**config.mk**
```make
export PLATFORM = sky130hd
export DESIGN_NAME = audio_rate_match_controller_unit
export DESIGN_NICKNAME = d
export VERILOG_FILES = /design/src/rtl/arm_pkg.sv /design/src/rtl/arm_core.sv /design/src/rtl/arm_out_buf.sv /design/src/rtl/audio_rate_match_controller_unit.sv
export SDC_FILE = /design/constraint.sdc
export NUM_CORES = 1
export LEC_CHECK = 0
export BUFFER_PORTS_ARGS = -buffer_cell sky130_fd_sc_hd__buf_4
export CAP_MARGIN = 20
export CORE_ASPECT_RATIO = 1.4
export CORE_MARGIN = 2
export CORE_UTILIZATION = 32
export DETAILED_ROUTE_END_ITERATION = 16
export HOLD_SLACK_MARGIN = 0.12
export SLEW_MARGIN = 20
export SYNTH_ARGS = -nofsm -noshare
export SYNTH_HDL_FRONTEND = slang
export SYNTH_SLANG_ARGS = --single-unit
```
**constraint.sdc**
```tcl
create_clock -name clk -period 5.3 [get_ports clk]
set_clock_uncertainty 0.15 [all_clocks]
set_input_delay 0 -clock clk [delete_from_list [all_inputs] [get_ports clk]]
set_output_delay 0 -clock clk [all_outputs]
set_load 0.01 [all_outputs]
```
**src/rtl/arm_pkg.sv**
```systemverilog
`default_nettype none

package arm_pkg;

  // Default playback buffer depth
  localparam int BUF_DEPTH_DEF = 128;

  // Request kinds
  typedef enum logic [1:0] {
    REQ_EDGE   = 2'd0,
    REQ_SAMPLE = 2'd1,
    REQ_HALF   = 2'd2,
    REQ_FULL   = 2'd3
  } req_t;

  // Detected sample-rate codes
  localparam logic [2:0] RATE_NONE = 3'd0;
  localparam logic [2:0] RATE_8K   = 3'd1;
  localparam logic [2:0] RATE_16K  = 3'd2;
  localparam logic [2:0] RATE_22K  = 3'd3;
  localparam logic [2:0] RATE_33K  = 3'd4;
  localparam logic [2:0] RATE_44K  = 3'd5;
  localparam logic [2:0] RATE_48K  = 3'd6;

  // PLL multiplier after reset
  localparam logic [8:0] MULT_RESET = 9'd330;

  // Multiplier threshold sets
  typedef enum logic [1:0] {
    SET_8K  = 2'd0,
    SET_44K = 2'd1,
    SET_48K = 2'd2
  } thr_set_t;

  typedef enum logic [1:0] {
    THR_MIN = 2'd0,
    THR_MID = 2'd1,
    THR_MAX = 2'd2,
    THR_OVR = 2'd3
  } thr_sel_t;

  // Result fields except the buffer slot, whose width follows the depth
  typedef struct packed {
    logic        write_enable;
    logic [15:0] write_value;
    logic        clear_buffer;
    logic        pll_update;
    logic [8:0]  pll_mult;
    logic [2:0]  rate_code;
  } res_t;

  // Threshold table lookup
  function automatic logic [8:0] thr_value(thr_set_t s, thr_sel_t sel);
    logic [8:0] v;
    v = MULT_RESET;
    unique case (s)
      SET_8K: begin
        unique case (sel)
          THR_MIN: v = 9'd56;
          THR_MID: v = 9'd57;
          THR_MAX: v = 9'd58;
          THR_OVR: v = 9'd60;
        endcase
      end
      SET_44K: begin
        unique case (sel)
          THR_MIN: v = 9'd315;
          THR_MID: v = 9'd316;
          THR_MAX: v = 9'd317;
          THR_OVR: v = 9'd320;
        endcase
      end
      SET_48K: begin
        unique case (sel)
          THR_MIN: v = 9'd342;
          THR_MID: v = 9'd343;
          THR_MAX: v = 9'd345;
          THR_OVR: v = 9'd360;
        endcase
      end
      default: v = MULT_RESET;
    endcase
    return v;
  endfunction

endpackage

`default_nettype wire

```
**src/rtl/arm_core.sv**
```systemverilog
`default_nettype none

// Controller state and the single-pass decision logic for one transaction.
module arm_core #(
  parameter int BUF_DEPTH = arm_pkg::BUF_DEPTH_DEF,
  parameter int PTR_W     = $clog2(BUF_DEPTH + 1),
  parameter int IDX_W     = $clog2(BUF_DEPTH)
) (
  input  wire logic              clk,
  input  wire logic              rst_n,
  input  wire logic              fire,
  input  wire logic [1:0]        req_type,
  input  wire logic [31:0]       timestamp_us,
  input  wire logic [31:0]       sample_word,
  output arm_pkg::res_t          res,
  output logic [IDX_W-1:0]       res_index
);

  // Drain window geometry
  localparam int NW       = 3 * (BUF_DEPTH / 64);
  localparam int WW       = 3 * (BUF_DEPTH / 16);
  localparam int HALF     = BUF_DEPTH / 2;
  localparam int H_C      = 3 * (BUF_DEPTH / 4);
  localparam int F_C      = BUF_DEPTH / 4;

  localparam logic H_MID_ALL = (H_C < NW) ? 1'b1 : 1'b0;
  localparam logic F_MID_ALL = (F_C < NW) ? 1'b1 : 1'b0;
  localparam logic H_MIN_OK  = (H_C >= WW) ? 1'b1 : 1'b0;
  localparam logic F_MIN_OK  = (F_C >= WW) ? 1'b1 : 1'b0;

  localparam logic [PTR_W-1:0] H_MID_LO = PTR_W'((H_C >= NW) ? H_C - NW : 0);
  localparam logic [PTR_W-1:0] F_MID_LO = PTR_W'((F_C >= NW) ? F_C - NW : 0);
  localparam logic [PTR_W-1:0] H_MID_HI = PTR_W'(H_C + NW);
  localparam logic [PTR_W-1:0] F_MID_HI = PTR_W'(F_C + NW);
  localparam logic [PTR_W-1:0] H_MIN    = PTR_W'((H_C >= WW) ? H_C - WW : 0);
  localparam logic [PTR_W-1:0] F_MIN    = PTR_W'((F_C >= WW) ? F_C - WW : 0);
  localparam logic [PTR_W-1:0] H_MAX    = PTR_W'(H_C + WW);
  localparam logic [PTR_W-1:0] F_MAX    = PTR_W'(F_C + WW);
  localparam logic [PTR_W-1:0] P_HALF   = PTR_W'(HALF);
  localparam logic [PTR_W-1:0] P_DEPTH  = PTR_W'(BUF_DEPTH);

  logic [31:0]       last_edge_r, last_edge_nxt;
  logic [2:0]        rate_r, rate_nxt;
  arm_pkg::thr_set_t set_r, set_nxt;
  logic [PTR_W-1:0]  ptr_r, ptr_nxt;
  logic [8:0]        mult_r, mult_nxt;

  arm_pkg::req_t     req;
  arm_pkg::thr_set_t eff_set;
  logic [31:0]       period;
  logic [2:0]        rate_cls;
  logic [PTR_W-1:0]  ptr_wrap;
  logic              is_half;
  logic              mid_hit, over_hit, min_hit, max_hit;

  // Period classification into rate code
  always_comb begin
    period = timestamp_us - last_edge_r;
    priority if (period >= 32'd22 && period <= 32'd26) rate_cls = arm_pkg::RATE_44K;
    else if (period >= 32'd20 && period <= 32'd21)     rate_cls = arm_pkg::RATE_48K;
    else if (period >= 32'd84 && period <= 32'd199)    rate_cls = arm_pkg::RATE_8K;
    else if (period >= 32'd56 && period <= 32'd83)     rate_cls = arm_pkg::RATE_16K;
    else if (period >= 32'd39 && period <= 32'd55)     rate_cls = arm_pkg::RATE_22K;
    else if (period >= 32'd27 && period <= 32'd38)     rate_cls = arm_pkg::RATE_33K;
    else                                               rate_cls = arm_pkg::RATE_NONE;
  end

  // Threshold set follows the detected rate when it is 8k, 44k or 48k
  always_comb begin
    priority if (rate_r == arm_pkg::RATE_8K) eff_set = arm_pkg::SET_8K;
    else if (rate_r == arm_pkg::RATE_44K)    eff_set = arm_pkg::SET_44K;
    else if (rate_r == arm_pkg::RATE_48K)    eff_set = arm_pkg::SET_48K;
    else                                     eff_set = set_r;
  end

  // Drain window tests on the unwrapped pointer
  always_comb begin
    is_half  = (req == arm_pkg::REQ_HALF);
    mid_hit  = is_half ? ((H_MID_ALL || ptr_r > H_MID_LO) && ptr_r < H_MID_HI)
                       : ((F_MID_ALL || ptr_r > F_MID_LO) && ptr_r < F_MID_HI);
    over_hit = is_half ? (ptr_r < P_HALF) : (ptr_r > P_HALF);
    min_hit  = is_half ? (H_MIN_OK && ptr_r < H_MIN) : (F_MIN_OK && ptr_r < F_MIN);
    max_hit  = is_half ? (ptr_r > H_MAX) : (ptr_r > F_MAX);
  end

  // Next state and result for the current transaction
  always_comb begin
    req           = arm_pkg::req_t'(req_type);
    ptr_wrap      = (ptr_r >= P_DEPTH) ? '0 : ptr_r;
    last_edge_nxt = last_edge_r;
    rate_nxt      = rate_r;
    set_nxt       = set_r;
    ptr_nxt       = ptr_r;
    mult_nxt      = mult_r;
    res           = '0;
    res_index     = '0;

    unique case (req)
      arm_pkg::REQ_EDGE: begin
        rate_nxt      = rate_cls;
        last_edge_nxt = timestamp_us;
      end
      arm_pkg::REQ_SAMPLE: begin
        set_nxt = eff_set;
        ptr_nxt = ptr_wrap + PTR_W'(1);
        if (mult_r > arm_pkg::thr_value(eff_set, arm_pkg::THR_OVR)) begin
          res.clear_buffer = 1'b1;
        end else begin
          res.write_enable = 1'b1;
          res.write_value  = sample_word[31:16];
          res_index        = ptr_wrap[IDX_W-1:0];
        end
      end
      arm_pkg::REQ_HALF, arm_pkg::REQ_FULL: begin
        set_nxt        = eff_set;
        res.pll_update = 1'b1;
        priority if (mid_hit) begin
          mult_nxt = arm_pkg::thr_value(eff_set, arm_pkg::THR_MID);
        end else if (over_hit) begin
          mult_nxt         = arm_pkg::thr_value(eff_set, arm_pkg::THR_OVR);
          res.clear_buffer = 1'b1;
        end else if (min_hit) begin
          mult_nxt = arm_pkg::thr_value(eff_set, arm_pkg::THR_MIN);
        end else if (max_hit) begin
          mult_nxt = arm_pkg::thr_value(eff_set, arm_pkg::THR_MAX);
        end else begin
          mult_nxt = mult_r;
        end
      end
      default: begin
        rate_nxt = rate_r;
      end
    endcase

    res.pll_mult  = mult_nxt;
    res.rate_code = rate_nxt;
  end

  // State registers, updated on each accepted transaction
  always_ff @(posedge clk) begin
    if (!rst_n) begin
      last_edge_r <= '0;
      rate_r      <= arm_pkg::RATE_44K;
      set_r       <= arm_pkg::SET_44K;
      ptr_r       <= '0;
      mult_r      <= arm_pkg::MULT_RESET;
    end else if (fire) begin
      last_edge_r <= last_edge_nxt;
      rate_r      <= rate_nxt;
      set_r       <= set_nxt;
      ptr_r       <= ptr_nxt;
      mult_r      <= mult_nxt;
    end
  end

endmodule

`default_nettype wire

```
**src/rtl/arm_out_buf.sv**
```systemverilog
`default_nettype none

// Result register with a skid stage behind it.
module arm_out_buf #(
  parameter int IDX_W = 7
) (
  input  wire logic             clk,
  input  wire logic             rst_n,
  input  wire logic             push,
  input  wire arm_pkg::res_t    push_res,
  input  wire logic [IDX_W-1:0] push_index,
  output logic                  can_push,
  output logic                  out_valid,
  input  wire logic             out_ready,
  output arm_pkg::res_t         out_res,
  output logic [IDX_W-1:0]      out_index
);

  logic               head_valid_r, head_valid_nxt;
  logic               skid_valid_r, skid_valid_nxt;
  arm_pkg::res_t      head_res_r, skid_res_r;
  logic [IDX_W-1:0]   head_idx_r, skid_idx_r;
  logic               pop;
  logic               load_head_new, load_head_skid, load_skid;

  assign can_push  = !skid_valid_r;
  assign out_valid = head_valid_r;
  assign out_res   = head_res_r;
  assign out_index = head_idx_r;
  assign pop       = head_valid_r && out_ready;

  // Slot steering
  always_comb begin
    head_valid_nxt = head_valid_r;
    skid_valid_nxt = skid_valid_r;
    load_head_new  = 1'b0;
    load_head_skid = 1'b0;
    load_skid      = 1'b0;
    if (pop) begin
      if (skid_valid_r) begin
        load_head_skid = 1'b1;
        skid_valid_nxt = 1'b0;
      end else if (push) begin
        load_head_new = 1'b1;
      end else begin
        head_valid_nxt = 1'b0;
      end
    end else if (push) begin
      if (!head_valid_r) begin
        load_head_new  = 1'b1;
        head_valid_nxt = 1'b1;
      end else begin
        load_skid      = 1'b1;
        skid_valid_nxt = 1'b1;
      end
    end
  end

  // Valid flags
  always_ff @(posedge clk) begin
    if (!rst_n) begin
      head_valid_r <= 1'b0;
      skid_valid_r <= 1'b0;
    end else begin
      head_valid_r <= head_valid_nxt;
      skid_valid_r <= skid_valid_nxt;
    end
  end

  // Payload
  always_ff @(posedge clk) begin
    if (load_head_new) begin
      head_res_r <= push_res;
      head_idx_r <= push_index;
    end else if (load_head_skid) begin
      head_res_r <= skid_res_r;
      head_idx_r <= skid_idx_r;
    end
    if (load_skid) begin
      skid_res_r <= push_res;
      skid_idx_r <= push_index;
    end
  end

endmodule

`default_nettype wire

```
**src/rtl/audio_rate_match_controller_unit.sv**
```systemverilog
// Each result is registered in the result buffer when its input transaction is accepted.
// Throughput: one transaction per cycle while the result buffer is not full; the decision is a single pass over the
// controller state, and a two-entry result buffer keeps input open while a result waits.
// Reset (rst_n low, synchronous): rate 44k, 44k threshold set, pointer 0,
// multiplier 330, last edge time 0, result buffer empty.
`default_nettype none

module audio_rate_match_controller_unit #(
  parameter int BUF_DEPTH = arm_pkg::BUF_DEPTH_DEF
) (
  input  wire logic                         clk,
  input  wire logic                         rst_n,
  input  wire logic                         in_valid,
  output logic                              in_ready,
  input  wire logic [1:0]                   in_req_type,
  input  wire logic [31:0]                  in_timestamp_us,
  input  wire logic [31:0]                  in_sample_word,
  output logic                              out_valid,
  input  wire logic                         out_ready,
  output logic                              out_write_enable,
  output logic [$clog2(BUF_DEPTH)-1:0]      out_write_index,
  output logic [15:0]                       out_write_value,
  output logic                              out_clear_buffer,
  output logic                              out_pll_update,
  output logic [8:0]                        out_pll_mult,
  output logic [2:0]                        out_rate_code
);

  localparam int IDX_W = $clog2(BUF_DEPTH);
  localparam int PTR_W = $clog2(BUF_DEPTH + 1);

  logic             fire;
  arm_pkg::res_t    core_res, buf_res;
  logic [IDX_W-1:0] core_idx;

  assign fire = in_valid && in_ready;

  arm_core #(
    .BUF_DEPTH (BUF_DEPTH),
    .PTR_W     (PTR_W),
    .IDX_W     (IDX_W)
  ) u_core (
    .clk          (clk),
    .rst_n        (rst_n),
    .fire         (fire),
    .req_type     (in_req_type),
    .timestamp_us (in_timestamp_us),
    .sample_word  (in_sample_word),
    .res          (core_res),
    .res_index    (core_idx)
  );

  arm_out_buf #(
    .IDX_W (IDX_W)
  ) u_out_buf (
    .clk        (clk),
    .rst_n      (rst_n),
    .push       (fire),
    .push_res   (core_res),
    .push_index (core_idx),
    .can_push   (in_ready),
    .out_valid  (out_valid),
    .out_ready  (out_ready),
    .out_res    (buf_res),
    .out_index  (out_write_index)
  );

  // Result fields
  assign out_write_enable = buf_res.write_enable;
  assign out_write_value  = buf_res.write_value;
  assign out_clear_buffer = buf_res.clear_buffer;
  assign out_pll_update   = buf_res.pll_update;
  assign out_pll_mult     = buf_res.pll_mult;
  assign out_rate_code    = buf_res.rate_code;

endmodule

`default_nettype wire

```
==> summary by stage <==
Synthesis
In the synthesized netlist the dominant register cell turns out to be sky130_fd_sc_hd__edfxtp_1. During synthesis, Yosys emitted a total of 0 warnings. The xor/xnor share of the synthesized area is 0.01466. The average instance in the mapped netlist occupies 8.831 um2. The library cell occupying the most area in the post-synthesis netlist is sky130_fd_sc_hd__edfxtp_1. The post-synthesis compound-gate area fraction is 0.2253. The total standard cell area after synthesis is 8363 um2. Sorting the synthesized cells by area gives the leading types as sky130_fd_sc_hd__edfxtp_1 (27%), sky130_fd_sc_hd__dfxtp_1 (13%), sky130_fd_sc_hd__ha_1 (7.0%), sky130_fd_sc_hd__nand2_1 (6.6%), sky130_fd_sc_hd__o21ai_0 (3.9%). The share of synthesized cell area in and, or, nand and nor gates is 0.1946.

The netlist uses 69 different library cells. The area share of the largest cell type after synthesis is 0.2729. The synthesized-area fraction occupied by adder cells is 0.07271.

The register bit count reported by yosys is 132. Of the synthesized area, sequential elements account for 0.4069. After synthesis, the largest family of logic cells by area is compound AO/OA/AOI/OAI gates. The number of synthesized flops with an enable pin is 76. The number of nets handed over by synthesis was 1065. The share of synthesized flip-flops with an asynchronous set or reset is 0.

After synthesis, the share of cell area in mux cells is 0.03501. The synthesized netlist cell count is 947.

Run
The tool flagged a number of max-cap violations equal to 0.

Status
The flow ran to the end, and the final reports show no timing, DRC or antenna violations.

Critical path
The type of origin of the critical path is a flop. The worst setup path is captured at a flop. The worst endpoint required time is 5.38 ns. The worst-case reg-to-reg path depth is 16. The worst path arrival time is 4.21 ns. The endpoint of the most critical register-to-register path is u_out_buf.out_index[0]. The launching point of the worst reg2reg path is u_core.rate_r[1].

Setup slack on the worst reg-to-reg path comes out at 1.17 ns. The critical path start-end classification is flop to flop. The highest fanout seen on the critical path is 18.

Drt
For this run, the detailed router's first-pass iteration total came to 4. The final routed DRC violation total is 0. The number of vias per cell after detailed routing is 5.147. The final layout contains routed wiring with a total length of 21730 um. The detailed router finished its first iteration with 368 violations. After detailed routing, the average wire length per cell comes to 15.10 um. The detail route stage leaves a number of antenna-violating nets equal to 0. The total via count after detailed routing is 7407.

Timing
The count of pins over their slew limit is 0. The maximum clock rate is 242.0 MHz. After routing, the total negative slack on setup checks comes to 0 ns. Setup violations remaining at the end of the flow were counted as 0.

The slew of the pin with the lowest slew margin is 0.8640 ns. Setup repair after global routing left no endpoint under its margin. The final number of hold-violating endpoints is 0. The worst-case headroom to the max-slew limit is 0.4228.

In the finished design, the share of the clock period the worst path needs comes to 0.7798. The routed design could run at a clock period as short as 4.133 ns.

Placed design
Input and output buffers added on the ports amount to 93. The final weighted congestion in routability-driven placement is 0.9211. The HPWL after detailed placement is 14960 um.

GRT
The largest net degree at the start of global routing is 59. The all-layer global routing usage is 0.1575. The via count of the first global-routing pass is 7245. In this run the most used layer during global routing was met2.

The initial antenna violation count is 0. For this run, global-route usage on met2 was measured as 0.2994. The met1 track demand over resource in global routing is 0.1793. The fraction of met3 tracks used by global routing is 0.02281.

The sum of overflow across all layers after global routing is 0. The global-route wire length before repair is 35360 um.

Worst hold path
The worst hold path terminates at u_out_buf.skid_res_r[19]. The tightest min-delay check is of the primary input to flop type. The critical hold path startpoint is in_sample_word[21]. Counting instances, the worst hold path has a depth of 3.

Floorplanning
The core region is 25920 um2. The initialized floorplan defines 70 standard-cell rows. The die footprint is 27460 um2. Measured along the y axis, the die boundary spans 195.3 um. The die is 140.6 um wide. The initial core utilization is 0.3226. The number of placed I/O pins is 110.

Cells and area
In the layout the commonest cells are sky130_fd_sc_hd__nand2_1 (146), sky130_fd_sc_hd__buf_4 (100), sky130_fd_sc_hd__dlygate4sd3_1 (87). Of the cells placed in the final design, the portion with a size suffix greater than 1 is 0.1543. The multi-input gate area in the final layout is 4561 um2.

The library cell used most frequently in the layout, excluding fill and tap cells, is sky130_fd_sc_hd__nand2_1. Counting the fill cells in the layout gives 2583. The share of the core filled with cells in the final layout is 0.4193.

At the end of the flow, the number of nets in the layout was 1221. The area growth from synthesis to layout is 29.98%. 0 antenna diodes ended up in the layout.

The footprint of the flip-flops and latches is 3403 um2.

Clocking
After clock tree synthesis, the clock-pin slew on the worst setup and hold paths is 0.06 ns. The buffer cell driving the clock tree root is sky130_fd_sc_hd__clkbuf_16. In this run, post-CTS repair resized a total of 0 instances.

Counting the buffers created by CTS gives 17. The clock passes through at most 2 buffers. TritonCTS built the clock tree. The TritonCTS sink count is 132. The H-tree generated during clock tree synthesis spans 4 levels. The later pin in the worst-skew pair is clocked with a latency of 0.42 ns.

Pwr
The share of total power dissipated in combinational logic is 0.200. VDD sags by at most 0.2214 mV. The switching part of the total is 0.2766. The sequential power share is 0.383. The internal power component is 2.203 mW.

In this run the power density over the cells is 280.1 nW/um2. Summed over all nets, the switching power comes to 0.8424 mW. The clock share of power is 0.417. Summed over all cells, the static leakage comes to 4.301 nW.
-- area by class of cell --
class,instances,area share
clock buffers,17,0.03913
clock inverters,14,0.01842
inverters,57,0.01968
multi-input cells,706,0.4195
flip-flops and latches,132,0.3131
well taps,324,0.03729
repair buffers,189,0.1529
-- worst max-delay path by stage --
stage | from | endpoint | slack, ns | cells past startpoint
3_5_place_dp | u_core.rate_r[1] | u_out_buf.out_index[0] | 1.17 | 16
6_report | u_core.rate_r[1] | u_out_buf.out_index[0] | 1.17 | 16
3_3_place_gp | u_core.rate_r[1] | u_out_buf.out_index[0] | 1.27 | 16
2_1_floorplan | u_core.rate_r[1] | u_out_buf.out_res[13] | 1.55 | 16
4_1_cts | u_core.rate_r[1] | u_out_buf.out_index[0] | 1.13 | 16
5_1_grt | u_core.rate_r[1] | u_out_buf.out_index[0] | 0.82 | 16
-- layer usage --
layer / up-vias / wire length (um)
li1: 3747 / -
met1: 3474 / 9228
met2: 158 / 11480
met3: 28 / 655
met4: 0 / 365
met5: - / 0
-- cells in the mapped netlist (all sizes together) (5+ instances only) --
library cell,n
a211oi,5
a21boi,40
a21o,8
a21oi,48
a22o,7
a22oi,6
a31oi,12
and2,13
and3,20
buf,11
clkbuf,41
dfxtp,56
edfxtp,76
ha,47
inv,57
mux2,18
mux2i,9
nand2,148
nand2b,9
nand3,17
nand4,16
nor2,58
nor2b,13
nor3,18
nor3b,6
nor4,6
o211a,6
o211ai,11
o21a,17
o21ai,68
o221ai,5
o22ai,5
o31ai,12
or3,6
xnor2,9
xor2,5
-- registers in the layout, indices dropped and copies added, names as in the netlist --
signal / cells
u_core.last_edge_r: 32
u_core.mult_r: 9
u_core.ptr_r: 8
u_core.rate_r: 3
u_core.set_r: 2
u_out_buf.out_index: 7
u_out_buf.out_res: 31
u_out_buf.out_valid: 1
u_out_buf.skid_idx_r: 7
u_out_buf.skid_res_r: 31
u_out_buf.skid_valid_r: 1
-- what timing repair did --
item / CTS / global route
hold buffers: 87 / 0
setup buffers: 0 / 0
hold endpoints to repair: 134 / 0
-- power by group through the flow --
stage               combinational [mW]  clock [mW]  sequential (mW)
finish                           0.610        1.27             1.17
CTS                              0.607        1.30             1.17
global placement                 0.552           0             1.19
global route                     0.676        1.34             1.17
detailed placement               0.558           0             1.19
floorplan                        0.362           0             1.20
-- per-stage QoR --
| step | instances | setup slack [ns] | total power, mW | hold WS, ns | area [um2] |
|---|---|---|---|---|---|
| finish | 1439 | 1.167 | 3.045 | 0.3229 | 10870 |
| global route | 1439 | 0.8167 | 3.187 | 0.3125 | 10870 |
| CTS | 1437 | 1.133 | 3.074 | 0.3102 | 10830 |
| detailed placement | 1319 | 1.166 | 1.746 | 0.1124 | 9331 |
| global placement | 1319 | 1.272 | 1.739 | 0.1072 | 9331 |
| floorplan | 947 | 1.555 | 1.560 | -0.005305 | 8363 |
-- cell families (layout without fill, tap and decap cells) --
family | after synthesis | in the layout
muxes | 27 | 27
and+or+nand+nor | 340 | 340
xor gates and xnor gates | 14 | 14
DFF | 132 | 132
buffers and inverters | 109 | 277
AOI/OAI and AO/OA | 277 | 277
adders and majority gates | 48 | 48
-- critical path: stages (launching register included) --
cell and delay [ns]:
sky130_fd_sc_hd__dfxtp_1 0.44, sky130_fd_sc_hd__a21oi_1 0.10, sky130_fd_sc_hd__o21ai_0 0.58, sky130_fd_sc_hd__inv_1 0.23
sky130_fd_sc_hd__ha_1 0.31, sky130_fd_sc_hd__inv_1 0.09, sky130_fd_sc_hd__ha_1 0.23, sky130_fd_sc_hd__nor2b_1 0.13
sky130_fd_sc_hd__o21a_1 0.16, sky130_fd_sc_hd__o21a_1 0.16, sky130_fd_sc_hd__o21a_1 0.16, sky130_fd_sc_hd__o21ai_0 0.13
sky130_fd_sc_hd__a21boi_0 0.13, sky130_fd_sc_hd__o21ai_1 0.13, sky130_fd_sc_hd__buf_4 0.23, sky130_fd_sc_hd__nand2_1 0.25
sky130_fd_sc_hd__o31ai_1 0.33
(Power assumes the default switching activity.)
